--- src/rtl/spim_pkg.sv ---
// Shared widths, codes and types for the serpentine piece index mapper.
package spim_pkg;

    // Field and register widths
    localparam int ID_W       = 16;
    localparam int CNT_W      = 9;
    localparam int ACT_W      = 3;
    localparam int OUT_W      = 8;
    localparam int TOTAL_W    = 2 * CNT_W;
    localparam int ADDR_W     = 4;
    localparam int DATA_W     = 32;

    // Divider arrangement: quotient bits, bits resolved per stage, stages
    localparam int QW         = CNT_W;
    localparam int STAGE_BITS = 3;
    localparam int DIV_STAGES = QW / STAGE_BITS;

    // Register map, word index
    typedef enum logic [1:0] {
        REG_COLUMN_COUNT = 2'd0,
        REG_ROW_COUNT    = 2'd1,
        REG_XFORM_EN     = 2'd2,
        REG_ACTION       = 2'd3
    } reg_idx_t;

    // Remap action codes
    typedef enum logic [ACT_W-1:0] {
        ACT_NONE      = 3'd0,
        ACT_MIRROR_LR = 3'd1,
        ACT_MIRROR_UD = 3'd2,
        ACT_ROTATE    = 3'd3
    } action_t;

    // Settings handed from the register block to the datapath
    typedef struct packed {
        logic [CNT_W-1:0]   cols;
        logic [CNT_W-1:0]   rows;
        logic               xform_en;
        logic [ACT_W-1:0]   action;
        logic [TOTAL_W-1:0] total;
        logic [CNT_W-1:0]   height;
    } cfg_t;

endpackage

--- src/rtl/spim_cfg.sv ---
// APB register block with derived panel size and strip height.
module spim_cfg
    import spim_pkg::*;
#(
    parameter int STRIP_COUNT = 4,
    parameter int MAX_SIDE    = 256
)
(
    input  logic              clk,
    input  logic              rst_n,
    input  logic              psel,
    input  logic              penable,
    input  logic              pwrite,
    input  logic [ADDR_W-1:0] paddr,
    input  logic [DATA_W-1:0] pwdata,
    output logic [DATA_W-1:0] prdata,
    output logic              pready,
    output cfg_t              cfg
);

    // Strip height = rows / STRIP_COUNT by reciprocal multiply (exact below 2**CNT_W)
    localparam int RECIP_SHIFT = 14;
    localparam int RECIP_W     = RECIP_SHIFT + 1;
    localparam int RECIP       = (2 ** RECIP_SHIFT + STRIP_COUNT - 1) / STRIP_COUNT;
    localparam int HEIGHT_RST  = 1 / STRIP_COUNT;

    logic [CNT_W-1:0]         column_count_reg;
    logic [CNT_W-1:0]         row_count_reg;
    logic                     transform_enable_reg;
    logic [ACT_W-1:0]         action_code_reg;
    logic [TOTAL_W-1:0]       total_reg;
    logic [CNT_W-1:0]         height_reg;
    logic                     wr_en;
    logic [CNT_W-1:0]         wdata_sat;
    logic [CNT_W+RECIP_W-1:0] height_prod;

    assign pready = 1'b1;
    assign wr_en  = psel && penable && pwrite;

    // Count writes saturate to the largest side
    assign wdata_sat = (32'(pwdata[CNT_W-1:0]) > MAX_SIDE) ? CNT_W'(MAX_SIDE)
                                                           : pwdata[CNT_W-1:0];

    assign height_prod = CNT_W'(row_count_reg) * RECIP_W'(RECIP);

    // Register writes
    always_ff @(posedge clk or negedge rst_n)
    begin
        if (!rst_n)
        begin
            column_count_reg     <= CNT_W'(1);
            row_count_reg        <= CNT_W'(1);
            transform_enable_reg <= 1'b0;
            action_code_reg      <= ACT_NONE;
        end
        else if (wr_en)
        begin
            unique case (reg_idx_t'(paddr[3:2]))
                REG_COLUMN_COUNT: column_count_reg     <= wdata_sat;
                REG_ROW_COUNT:    row_count_reg        <= wdata_sat;
                REG_XFORM_EN:     transform_enable_reg <= pwdata[0];
                REG_ACTION:       action_code_reg      <= pwdata[ACT_W-1:0];
            endcase
        end
    end

    // Derived values, registered from the counts, so they settle in the cycle after a write
    always_ff @(posedge clk or negedge rst_n)
    begin
        if (!rst_n)
        begin
            total_reg  <= TOTAL_W'(1);
            height_reg <= CNT_W'(HEIGHT_RST);
        end
        else
        begin
            total_reg  <= TOTAL_W'(column_count_reg) * TOTAL_W'(row_count_reg);
            height_reg <= height_prod[RECIP_SHIFT +: CNT_W];
        end
    end

    // Read back
    always_comb
    begin
        unique case (reg_idx_t'(paddr[3:2]))
            REG_COLUMN_COUNT: prdata = DATA_W'(column_count_reg);
            REG_ROW_COUNT:    prdata = DATA_W'(row_count_reg);
            REG_XFORM_EN:     prdata = DATA_W'(transform_enable_reg);
            REG_ACTION:       prdata = DATA_W'(action_code_reg);
        endcase
    end

    assign cfg.cols     = column_count_reg;
    assign cfg.rows     = row_count_reg;
    assign cfg.xform_en = transform_enable_reg;
    assign cfg.action   = action_code_reg;
    assign cfg.total    = total_reg;
    assign cfg.height   = height_reg;

endmodule

--- src/rtl/spim_div.sv ---
// Pipelined restoring divider, STAGE_BITS quotient bits per stage, with sideband.
module spim_div
    import spim_pkg::*;
#(
    parameter int DW = 16,
    parameter int SW = 1
)
(
    input  logic             clk,
    input  logic             rst_n,
    input  logic             en,
    input  logic             in_valid,
    input  logic [DW-1:0]    dividend,
    input  logic [CNT_W-1:0] divisor,
    input  logic [SW-1:0]    in_side,
    output logic             out_valid,
    output logic [QW-1:0]    quot,
    output logic [DW-1:0]    rem,
    output logic [SW-1:0]    out_side
);

    localparam int XW = DW + QW;

    logic [DIV_STAGES-1:0] v_reg;
    logic [DW-1:0]         r_reg    [DIV_STAGES];
    logic [QW-1:0]         q_reg    [DIV_STAGES];
    logic [SW-1:0]         side_reg [DIV_STAGES];

    for (genvar s = 0; s < DIV_STAGES; s++)
    begin : g_stage
        logic          v_in;
        logic [DW-1:0] r_in;
        logic [QW-1:0] q_in;
        logic [SW-1:0] side_in;
        logic [XW-1:0] r_work;
        logic [XW-1:0] trial;
        logic [QW-1:0] q_work;

        if (s == 0)
        begin : g_first
            assign v_in    = in_valid;
            assign r_in    = dividend;
            assign q_in    = '0;
            assign side_in = in_side;
        end
        else
        begin : g_next
            assign v_in    = v_reg[s-1];
            assign r_in    = r_reg[s-1];
            assign q_in    = q_reg[s-1];
            assign side_in = side_reg[s-1];
        end

        // Resolve this stage's quotient bits, most significant first
        always_comb
        begin
            r_work = XW'(r_in);
            q_work = q_in;
            trial  = '0;
            for (int j = 0; j < STAGE_BITS; j++)
            begin
                trial = XW'(divisor) << (QW - 1 - s * STAGE_BITS - j);
                if (r_work >= trial)
                begin
                    r_work = r_work - trial;
                    q_work[QW - 1 - s * STAGE_BITS - j] = 1'b1;
                end
            end
        end

        always_ff @(posedge clk or negedge rst_n)
        begin
            if (!rst_n)
            begin
                v_reg[s] <= 1'b0;
            end
            else if (en)
            begin
                v_reg[s] <= v_in;
            end
        end

        always_ff @(posedge clk)
        begin
            if (en)
            begin
                r_reg[s]    <= r_work[DW-1:0];
                q_reg[s]    <= q_work;
                side_reg[s] <= side_in;
            end
        end
    end

    assign out_valid = v_reg[DIV_STAGES-1];
    assign quot      = q_reg[DIV_STAGES-1];
    assign rem       = r_reg[DIV_STAGES-1];
    assign out_side  = side_reg[DIV_STAGES-1];

endmodule

--- src/rtl/serpentine_piece_index_mapper.sv ---
// Top level of the serpentine piece index mapper: range check, dividers, remap, output.
//
// Usage
//   Input channel piece_valid/piece_ready carries piece_number; output channel
//   result_valid/result_ready carries valid_res, column, panel_row, strip and
//   strip_row, one result per input transfer, in order.
//   Settings are written over the APB port while no transfer is in flight; the user ensures this, the block does not.
// Timing
//   From input transfer to result_valid a piece passes one range-check stage,
//   three stages dividing by row_count, one remap stage, three stages dividing
//   by the strip height and the output register. Each divider resolves three
//   quotient bits per stage. Throughput is one transfer per cycle when not stalled.
// Reset and stalls
//   rst_n clears all stage valids and loads column_count = row_count = 1,
//   transform off, action none. When result_ready is low with a result held,
//   the whole pipeline holds and piece_ready falls; nothing is lost or repeated.
//   Out-of-range indices and a zero strip height give valid_res = 0, fields 0.
module serpentine_piece_index_mapper
    import spim_pkg::*;
#(
    parameter int STRIP_COUNT = 4,
    parameter int MAX_SIDE    = 256
)
(
    input  logic              clk,
    input  logic              rst_n,
    input  logic              psel,
    input  logic              penable,
    input  logic              pwrite,
    input  logic [ADDR_W-1:0] paddr,
    input  logic [DATA_W-1:0] pwdata,
    output logic [DATA_W-1:0] prdata,
    output logic              pready,
    input  logic              piece_valid,
    output logic              piece_ready,
    input  logic [ID_W-1:0]   piece_number,
    output logic              result_valid,
    input  logic              result_ready,
    output logic              valid_res,
    output logic [OUT_W-1:0]  column,
    output logic [OUT_W-1:0]  panel_row,
    output logic [OUT_W-1:0]  strip,
    output logic [OUT_W-1:0]  strip_row
);

    // Sideband through the second divider
    typedef struct packed {
        logic             ok;
        logic [CNT_W-1:0] col;
        logic [CNT_W-1:0] row;
    } side2_t;

    cfg_t             cfg;
    logic             en;

    logic             a_valid_reg;
    logic             a_ok_reg;
    logic [ID_W-1:0]  a_id_reg;

    logic             d1_valid;
    logic [QW-1:0]    d1_quot;
    logic [ID_W-1:0]  d1_rem;
    logic             d1_ok;

    logic             b_valid_reg;
    logic             b_ok_reg;
    logic [CNT_W-1:0] b_col_reg;
    logic [CNT_W-1:0] b_row_reg;
    logic [CNT_W-1:0] row_dec;
    logic [CNT_W-1:0] b_col_next;
    logic [CNT_W-1:0] b_row_next;
    logic             mirror_col;
    logic             mirror_row;

    side2_t           b_side;
    side2_t           d2_side;
    logic             d2_valid;
    logic [QW-1:0]    d2_quot;
    logic [CNT_W-1:0] d2_rem;

    logic             res_valid_reg;
    logic             valid_res_reg;
    logic [OUT_W-1:0] column_reg;
    logic [OUT_W-1:0] panel_row_reg;
    logic [OUT_W-1:0] strip_reg;
    logic [OUT_W-1:0] strip_row_reg;

    spim_cfg #(
        .STRIP_COUNT (STRIP_COUNT),
        .MAX_SIDE    (MAX_SIDE)
    ) u_cfg (
        .clk     (clk),
        .rst_n   (rst_n),
        .psel    (psel),
        .penable (penable),
        .pwrite  (pwrite),
        .paddr   (paddr),
        .pwdata  (pwdata),
        .prdata  (prdata),
        .pready  (pready),
        .cfg     (cfg)
    );

    // Whole pipeline advances unless a result is held back
    assign en          = !res_valid_reg || result_ready;
    assign piece_ready = en;

    // Stage A: range check on the index before any remap
    always_ff @(posedge clk or negedge rst_n)
    begin
        if (!rst_n)
        begin
            a_valid_reg <= 1'b0;
        end
        else if (en)
        begin
            a_valid_reg <= piece_valid;
        end
    end

    always_ff @(posedge clk)
    begin
        if (en)
        begin
            a_id_reg <= piece_number;
            a_ok_reg <= (TOTAL_W'(piece_number) < cfg.total) && (cfg.height != '0);
        end
    end

    // Column = index / rows
    spim_div #(
        .DW (ID_W),
        .SW (1)
    ) u_div_rows (
        .clk       (clk),
        .rst_n     (rst_n),
        .en        (en),
        .in_valid  (a_valid_reg),
        .dividend  (a_id_reg),
        .divisor   (cfg.rows),
        .in_side   (a_ok_reg),
        .out_valid (d1_valid),
        .quot      (d1_quot),
        .rem       (d1_rem),
        .out_side  (d1_ok)
    );

    // Stage B: serpentine row, then mirror column and/or row
    always_comb
    begin
        row_dec    = d1_quot[0] ? (cfg.rows - CNT_W'(1) - d1_rem[CNT_W-1:0])
                                : d1_rem[CNT_W-1:0];
        mirror_col = 1'b0;
        mirror_row = 1'b0;
        if (cfg.xform_en)
        begin
            case (cfg.action)
                ACT_MIRROR_LR: mirror_col = 1'b1;
                ACT_MIRROR_UD: mirror_row = 1'b1;
                ACT_ROTATE:
                begin
                    mirror_col = 1'b1;
                    mirror_row = 1'b1;
                end
                default:
                begin
                    mirror_col = 1'b0;
                    mirror_row = 1'b0;
                end
            endcase
        end
        b_col_next = mirror_col ? (cfg.cols - CNT_W'(1) - d1_quot) : d1_quot;
        b_row_next = mirror_row ? (cfg.rows - CNT_W'(1) - row_dec) : row_dec;
    end

    always_ff @(posedge clk or negedge rst_n)
    begin
        if (!rst_n)
        begin
            b_valid_reg <= 1'b0;
        end
        else if (en)
        begin
            b_valid_reg <= d1_valid;
        end
    end

    always_ff @(posedge clk)
    begin
        if (en)
        begin
            b_ok_reg  <= d1_ok;
            b_col_reg <= b_col_next;
            b_row_reg <= b_row_next;
        end
    end

    assign b_side.ok  = b_ok_reg;
    assign b_side.col = b_col_reg;
    assign b_side.row = b_row_reg;

    // Strip = panel row / strip height, remainder is the row within the strip
    spim_div #(
        .DW (CNT_W),
        .SW ($bits(side2_t))
    ) u_div_height (
        .clk       (clk),
        .rst_n     (rst_n),
        .en        (en),
        .in_valid  (b_valid_reg),
        .dividend  (b_row_reg),
        .divisor   (cfg.height),
        .in_side   (b_side),
        .out_valid (d2_valid),
        .quot      (d2_quot),
        .rem       (d2_rem),
        .out_side  (d2_side)
    );

    // Output register, fields forced to zero for a rejected index
    always_ff @(posedge clk or negedge rst_n)
    begin
        if (!rst_n)
        begin
            res_valid_reg <= 1'b0;
        end
        else if (en)
        begin
            res_valid_reg <= d2_valid;
        end
    end

    always_ff @(posedge clk)
    begin
        if (en)
        begin
            valid_res_reg <= d2_side.ok;
            column_reg    <= d2_side.ok ? d2_side.col[OUT_W-1:0] : '0;
            panel_row_reg <= d2_side.ok ? d2_side.row[OUT_W-1:0] : '0;
            strip_reg     <= d2_side.ok ? d2_quot[OUT_W-1:0] : '0;
            strip_row_reg <= d2_side.ok ? d2_rem[OUT_W-1:0] : '0;
        end
    end

    assign result_valid = res_valid_reg;
    assign valid_res    = valid_res_reg;
    assign column       = column_reg;
    assign panel_row    = panel_row_reg;
    assign strip        = strip_reg;
    assign strip_row    = strip_row_reg;

endmodule

--- config.mk ---
export PLATFORM = sky130hd
export DESIGN_NAME = serpentine_piece_index_mapper
export DESIGN_NICKNAME = d
export VERILOG_FILES = /design/src/rtl/spim_pkg.sv /design/src/rtl/spim_cfg.sv /design/src/rtl/spim_div.sv /design/src/rtl/serpentine_piece_index_mapper.sv
export SDC_FILE = /design/constraint.sdc
export NUM_CORES = 1
export LEC_CHECK = 0
export ABC_AREA = 1
export BUFFER_PORTS_ARGS = -buffer_cell sky130_fd_sc_hd__buf_2
export CAP_MARGIN = 20
export CORE_ASPECT_RATIO = 1.1
export CORE_MARGIN = 2
export CORE_UTILIZATION = 38
export DETAILED_ROUTE_END_ITERATION = 10
export GPL_TIMING_DRIVEN = 0
export SLEW_MARGIN = 10
export SYNTH_ARGS = -nofsm -noshare
export SYNTH_HDL_FRONTEND = slang
export SYNTH_HIERARCHICAL = 1
export SYNTH_SLANG_ARGS = --single-unit
--- constraint.sdc ---
create_clock -name clk -period 9.7 [get_ports clk]
set_input_delay 1.455 -clock clk [delete_from_list [all_inputs] [get_ports clk]]
set_output_delay 1.455 -clock clk [all_outputs]
set_load 0.01 [all_outputs]
==> results.md, run 1 <==
* Avg WL per Cell at 14.0 µm
* Starting density of the core at 38.3%
* Cell depth of the worst hold path at 0
* Run status: finished clean
* Pre-antenna DRT Iters at 5
* Capture endpoint of the worst hold path: u_div_rows/q_reg[0][17]
* Total number of nets in the final design at 3403
* Area inside the core boundary at 0.0610 mm²
* Max Slew Vio Count at 0
* Share of post-route cells with drive strength above 1 at 10.6%
* Maximum count of clock buffers along a single path at 3
* Crit. End Element: flop
* P&R area growth vs syn at 12.1%
* # IOs at 127
* Post-route clock period utilization at 80.8%
* Number of cells on the worst reg-to-reg path at 34
* Top library cells by usage in the layout, fill and taps aside: 762 x sky130_fd_sc_hd__nand2_1, 502 x sky130_fd_sc_hd__inv_1, 224 x sky130_fd_sc_hd__ha_1, 219 x sky130_fd_sc_hd__edfxtp_1, 165 x sky130_fd_sc_hd__nor2_1
* Total routing resource utilization after global routing at 17.7%
* Launching element type of the critical path: flop
* Hold Crit Class: flop to flop
* Number of instances in the synthesized netlist at 2908
* CTS tree: built
* Vias in the first global route at 18.0k
* Worst EP required at 9.99 ns
* TritonCTS Buffers at 35
* Number of flip-flops in the largest register at 51
* ANT nets after route at 0
* Unrepaired setup endpoints after global routing: no
* Wire length of the first global-routing pass at 90.4 mm
* Arr. time, crit path at 8.13 ns
* Slack of the worst reg-to-reg path at 1.86 ns
* Capturing point of the worst reg2reg path: u_div_rows/r_reg[0][23]
* Resized Gates After CTS at 0
* Largest driver fanout on the critical path at 15
* Clock-pin slew reported for the worst setup and hold paths after clock tree synthesis at 0.06 ns
* Via count at 18.6k
* Worst max-slew margin expressed relative to the limit at 44.3%
* Kind of critical path: flop to flop
* H-tree levels at 2
* Pin count of the biggest net entering global routing at 63
* Number of hold buffers added after cts at 0
* First DRT Iteration DRCs at 874
* Number of buffers inserted by post-CTS setup repair at 0
* Root Buffer Master: sky130_fd_sc_hd__clkbuf_16
* Aggregate negative setup slack at 0 ns
* CP max-delay cell: sky130_fd_sc_hd__dfrtp_1
* Number of fill cells in the layout at 6125
* Detailed Route WL at 54.5 mm
* Count of yosys warnings during synthesis at 6
* Antenna fix cells at 0
* Start of the worst register-to-register path: u_cfg/row_count_reg[1]
* Hold wc startpoint: u_div_rows/q_reg[0][8]
* Latest clock arrival within the worst-skew pair at 0.55 ns
* Max-cap viol count at 0
* Total number of clock tree sinks at 275
* Final Critical Period at 7.84 ns
* Global placer's final weighted congestion at 0.862
* Die Height at 264 µm
* Total grt overflow at 0
* Slew at the pin closest to its max-slew limit at 0.835 ns
* Area enclosed by the die boundary at 0.0635 mm²
* Estimated wirelength of the detail-placed design at 42.5 mm
* Number of buffers added on ports at 77
* Final setup violation count at 0
* Post-detailed-route via-to-cell ratio at 4.76
* Cell type with the highest occurrence count on the critical path: sky130_fd_sc_hd__nand2_1
* Horizontal die dimension at 240 µm
* Initial antenna violation count at 2
* Std-Cell Rows at 95
* Netlist Area Pre-Place at 0.0234 mm²
* Number of hold violations in the final report at 0
* Leading cell type in the layout, fill and taps excluded: sky130_fd_sc_hd__nand2_1
* Residual DRC at 0
* Mean area per synthesized cell at 8.03 µm²
* Max Freq at 0.128 GHz
* Maximum single-stage delay on the critical path at 0.69 ns
* Maximum clock skew at final layout at 0.0222 ns
cell type report:
| class | count | area, µm² | area share (%) |
|---|---|---|---|
| flip-flops and latches | 275 | 7980 | 30.5 |
| inverters | 520 | 1960 | 7.48 |
| well taps | 824 | 1030 | 3.94 |
| plain buffers | 69 | 435 | 1.66 |
| multi-input cells | 2068 | 13100 | 50.0 |
| clock buffers | 44 | 962 | 3.68 |
| clock inverters | 20 | 238 | 0.908 |
| repair buffers | 81 | 490 | 1.87 |
routing by layer:
layer	vias to the layer above	track usage, %	wire length [µm]	part of all wire, %
met4	4	4.92	1280	2.3
met3	73	2.10	1870	3.4
met1	8542	22.6	24400	45
li1	9665	-	-	-
met5	-	0	30	0.055
met2	282	31.2	26900	49
metrics by stage:
stage	setup WS [ns]	hold WS, ns	utilization, %	instances	instance area, µm²
after global routing	1.10	0.413	42.9	3901	26200
after detailed placement	1.76	0.405	41.0	3837	25000
final	1.86	0.409	42.9	3901	26200
after global placement	-1.19	0.400	40.8	3833	24900
after floorplan	1.88	0.400	-	2932	23400
after CTS	1.74	0.405	42.9	3901	26200
how the worst max path moves through the flow:
stage                      startpoint                      end  cells past startpoint  slack, ns
2_1_floorplan            result_ready              piece_ready                      2       1.88
3_3_place_gp             result_ready              piece_ready                      4      -1.19
3_5_place_dp   u_cfg/row_count_reg[1]  u_div_rows/r_reg[0][27]                     34       1.76
4_1_cts        u_cfg/row_count_reg[1]  u_div_rows/r_reg[0][23]                     34       1.74
5_1_grt        u_cfg/row_count_reg[1]  u_div_rows/r_reg[0][29]                     34       1.10
6_report       u_cfg/row_count_reg[1]  u_div_rows/r_reg[0][23]                     34       1.86
critical path: cells and delay by family, from the launching register on:
kind | cells | cell delay (ns)
simple gates | 15 | 1.77
fa+ha+maj | 3 | 1.29
buf+inv | 7 | 1.59
flops | 1 | 0.69
compound gates | 9 | 2.23
Power of run 1 is not shown: default switching activity piles up to over one toggle a cycle in this logic, so the estimate is an artifact.
==> run 2: changes to the inputs <==
ABC_AREA = 0   (was 1)
clock period = 6.52 ns   (was 9.7 ns; I/O delays follow)
==> run 2 against run 1 <==
Clock skew fell by 0.0068 ns. Wire length increased by 7.0%. Register-to-register slack worse by 1.8 ns. Worst hold slack improved by 0.0043 ns. Non-clock buffer count grew 162. Synthesized area decreased by 4.9%. Critical endpoint is now u_div_rows/r_reg[0][12]. Final cell count is 16% lower. Largest cell class unchanged. Die area is 4.8% lower.
==> results.md, run 2 <==
* Area enclosed by the die boundary at 0.0604 mm²
* Die Height at 258 µm
* Kind of cell adding the most delay to the critical path: compound AO/OA/AOI/OAI gates
* Number of hold buffers added after cts at 0
* Post-route clock period utilization at 99.3%
* Run status: finished clean
* Mean area per synthesized cell at 10.1 µm²
* Setup WS post-layout at 0.0467 ns
* Reg area at 0.00800 mm²
* Max Freq at 0.154 GHz
* Pre-antenna DRT Iters at 5
* Total grt overflow at 0
* Unrepaired setup endpoints after global routing: yes
* Maximum count of clock buffers along a single path at 3
* Hold wc startpoint: u_div_height/side_reg[0][13]
* P&R area growth vs syn at 22.5%
* Kind of critical path: flop to flop
* Number of buffers added on ports at 76
* Hold Crit Class: flop to flop
* Start of the worst register-to-register path: u_cfg/row_count_reg[0]
* Worst max-slew margin expressed relative to the limit at 43.1%
* Post-Place Worst Slack at -1.82 ns
* Total number of nets in the final design at 2851
* Wire length of the first global-routing pass at 90.9 mm
* TritonCTS Buffers at 34
* Area occupied by multi-input gates at 0.0140 mm²
* Number of flip-flops in the largest register at 51
* Final setup violation count at 0
* Final Critical Period at 6.47 ns
* Root Buffer Master: sky130_fd_sc_hd__clkbuf_16
* Share of post-route cells with drive strength above 1 at 24.8%
* CTS tree: built
* Largest driver fanout on the critical path at 5
* Residual DRC at 0
* Worst EP required at 6.81 ns
* Netlist Area Pre-Place at 0.0222 mm²
* Worst Hold Margin at 0.414 ns
* Horizontal die dimension at 235 µm
* Antenna fix cells at 0
* H-tree levels at 2
* Maximum clock skew at final layout at 0.0154 ns
* # IOs at 127
* Via count at 17.4k
* Area inside the core boundary at 0.0576 mm²
* Number of fill cells in the layout at 5279
* Buffers & Inverters on Critical Path at 6
* Std-Cell Rows at 92
* Number of instances in the synthesized netlist at 2200
* Max-cap viol count at 0
* Latest clock arrival within the worst-skew pair at 0.55 ns
* Crit. End Element: flop
* Launching element type of the critical path: flop
* Starting density of the core at 38.6%
* Clock-pin slew reported for the worst setup and hold paths after clock tree synthesis at 0.06 ns
* Total number of clock tree sinks at 275
* Post-detailed-route via-to-cell ratio at 5.31
* Leading cell type in the layout, fill and taps excluded: sky130_fd_sc_hd__edfxtp_1
* Max Slew Vio Count at 0
* Slew at the pin closest to its max-slew limit at 0.848 ns
* Vias in the first global route at 17.5k
* First DRT Iteration DRCs at 916
* Estimated wirelength of the detail-placed design at 40.9 mm
* Count of yosys warnings during synthesis at 6
* Number of hold violations in the final report at 0
* ANT nets after route at 0
* Global placer's final weighted congestion at 0.856
* Avg WL per Cell at 17.8 µm
* Setup crit start: u_cfg/row_count_reg[0]
* Maximum single-stage delay on the critical path at 0.64 ns
* Pin count of the biggest net entering global routing at 65
* Detailed Route WL at 58.3 mm
* Top library cells by usage in the layout, fill and taps aside: 219 x sky130_fd_sc_hd__edfxtp_1, 208 x sky130_fd_sc_hd__inv_1, 197 x sky130_fd_sc_hd__ha_1, 178 x sky130_fd_sc_hd__buf_4, 144 x sky130_fd_sc_hd__nand2_1
* Total routing resource utilization after global routing at 18.9%
* CP max-delay cell: sky130_fd_sc_hd__dfstp_4
* Initial antenna violation count at 5
* Arr. time, crit path at 6.77 ns
run 2: changes by cell type in the layout (fill, tap and decap cells not counted), sizes merged, moves of 45 or more:
cell   change
nand2    -651
inv      -305
and2      +83
nand3    -126
nor2      -71
a21o      +45
buf      +156
mux2      +55
run 2: routing by layer:
metal | up-vias | track usage [%] | part of all wire [%]
met5 | - | 0 | 0.10
met4 | 10 | 6.73 | 3.9
met3 | 144 | 3.49 | 4.1
met2 | 375 | 34.4 | 52
met1 | 8447 | 22.0 | 40
li1 | 8410 | - | -
run 2: through the flow:
| stage | setup TNS (ns) | util (%) | instances | area, µm² |
|---|---|---|---|---|
| 3_3_place_gp | -58.34 | 41.3 | 3052 | 23800 |
| 3_5_place_dp | -64.03 | 41.4 | 3055 | 23900 |
| 4_1_cts | -1.78 | 45.8 | 3230 | 26400 |
| 5_1_grt | -4.10 | 47.3 | 3276 | 27200 |
| 6_report | 0 | 47.3 | 3276 | 27200 |
| 2_1_floorplan | -1.05 | - | 2224 | 22400 |
run 2: final cells by class:
class	count	area share [%]
sequential	275	29.4
inverter	229	3.37
multi-input combinational	1646	51.4
clock inverter	23	0.905
buffer	72	1.80
clock buffer	39	3.19
timing repair buffer	240	6.46
tap	752	3.46
run 2: timing repair:
action,4_1_cts,5_1_grt
setup endpoints to repair,51,50
gates resized for setup,132,108
cloned,3,0
pin swaps,60,73
setup buffers,112,51
run 2: path summary, 6_finish.rpt:
kind / slack (ns) / end / cells after the start
setup / recovery: 0.05 / u_div_rows/r_reg[0][12] / 35
hold / removal: 0.41 / u_div_height/side_reg[0][32] / 0
setup reg to reg: 0.05 / u_div_rows/r_reg[0][12] / 35
hold reg to reg: 0.41 / u_div_height/side_reg[0][32] / 0
max in group asynchronous: 5.45 / u_cfg/row_count_reg[1] / 1
min in group asynchronous: 0.47 / u_cfg/total_reg[10] / 1
Power of run 2 is left out for the same reason.
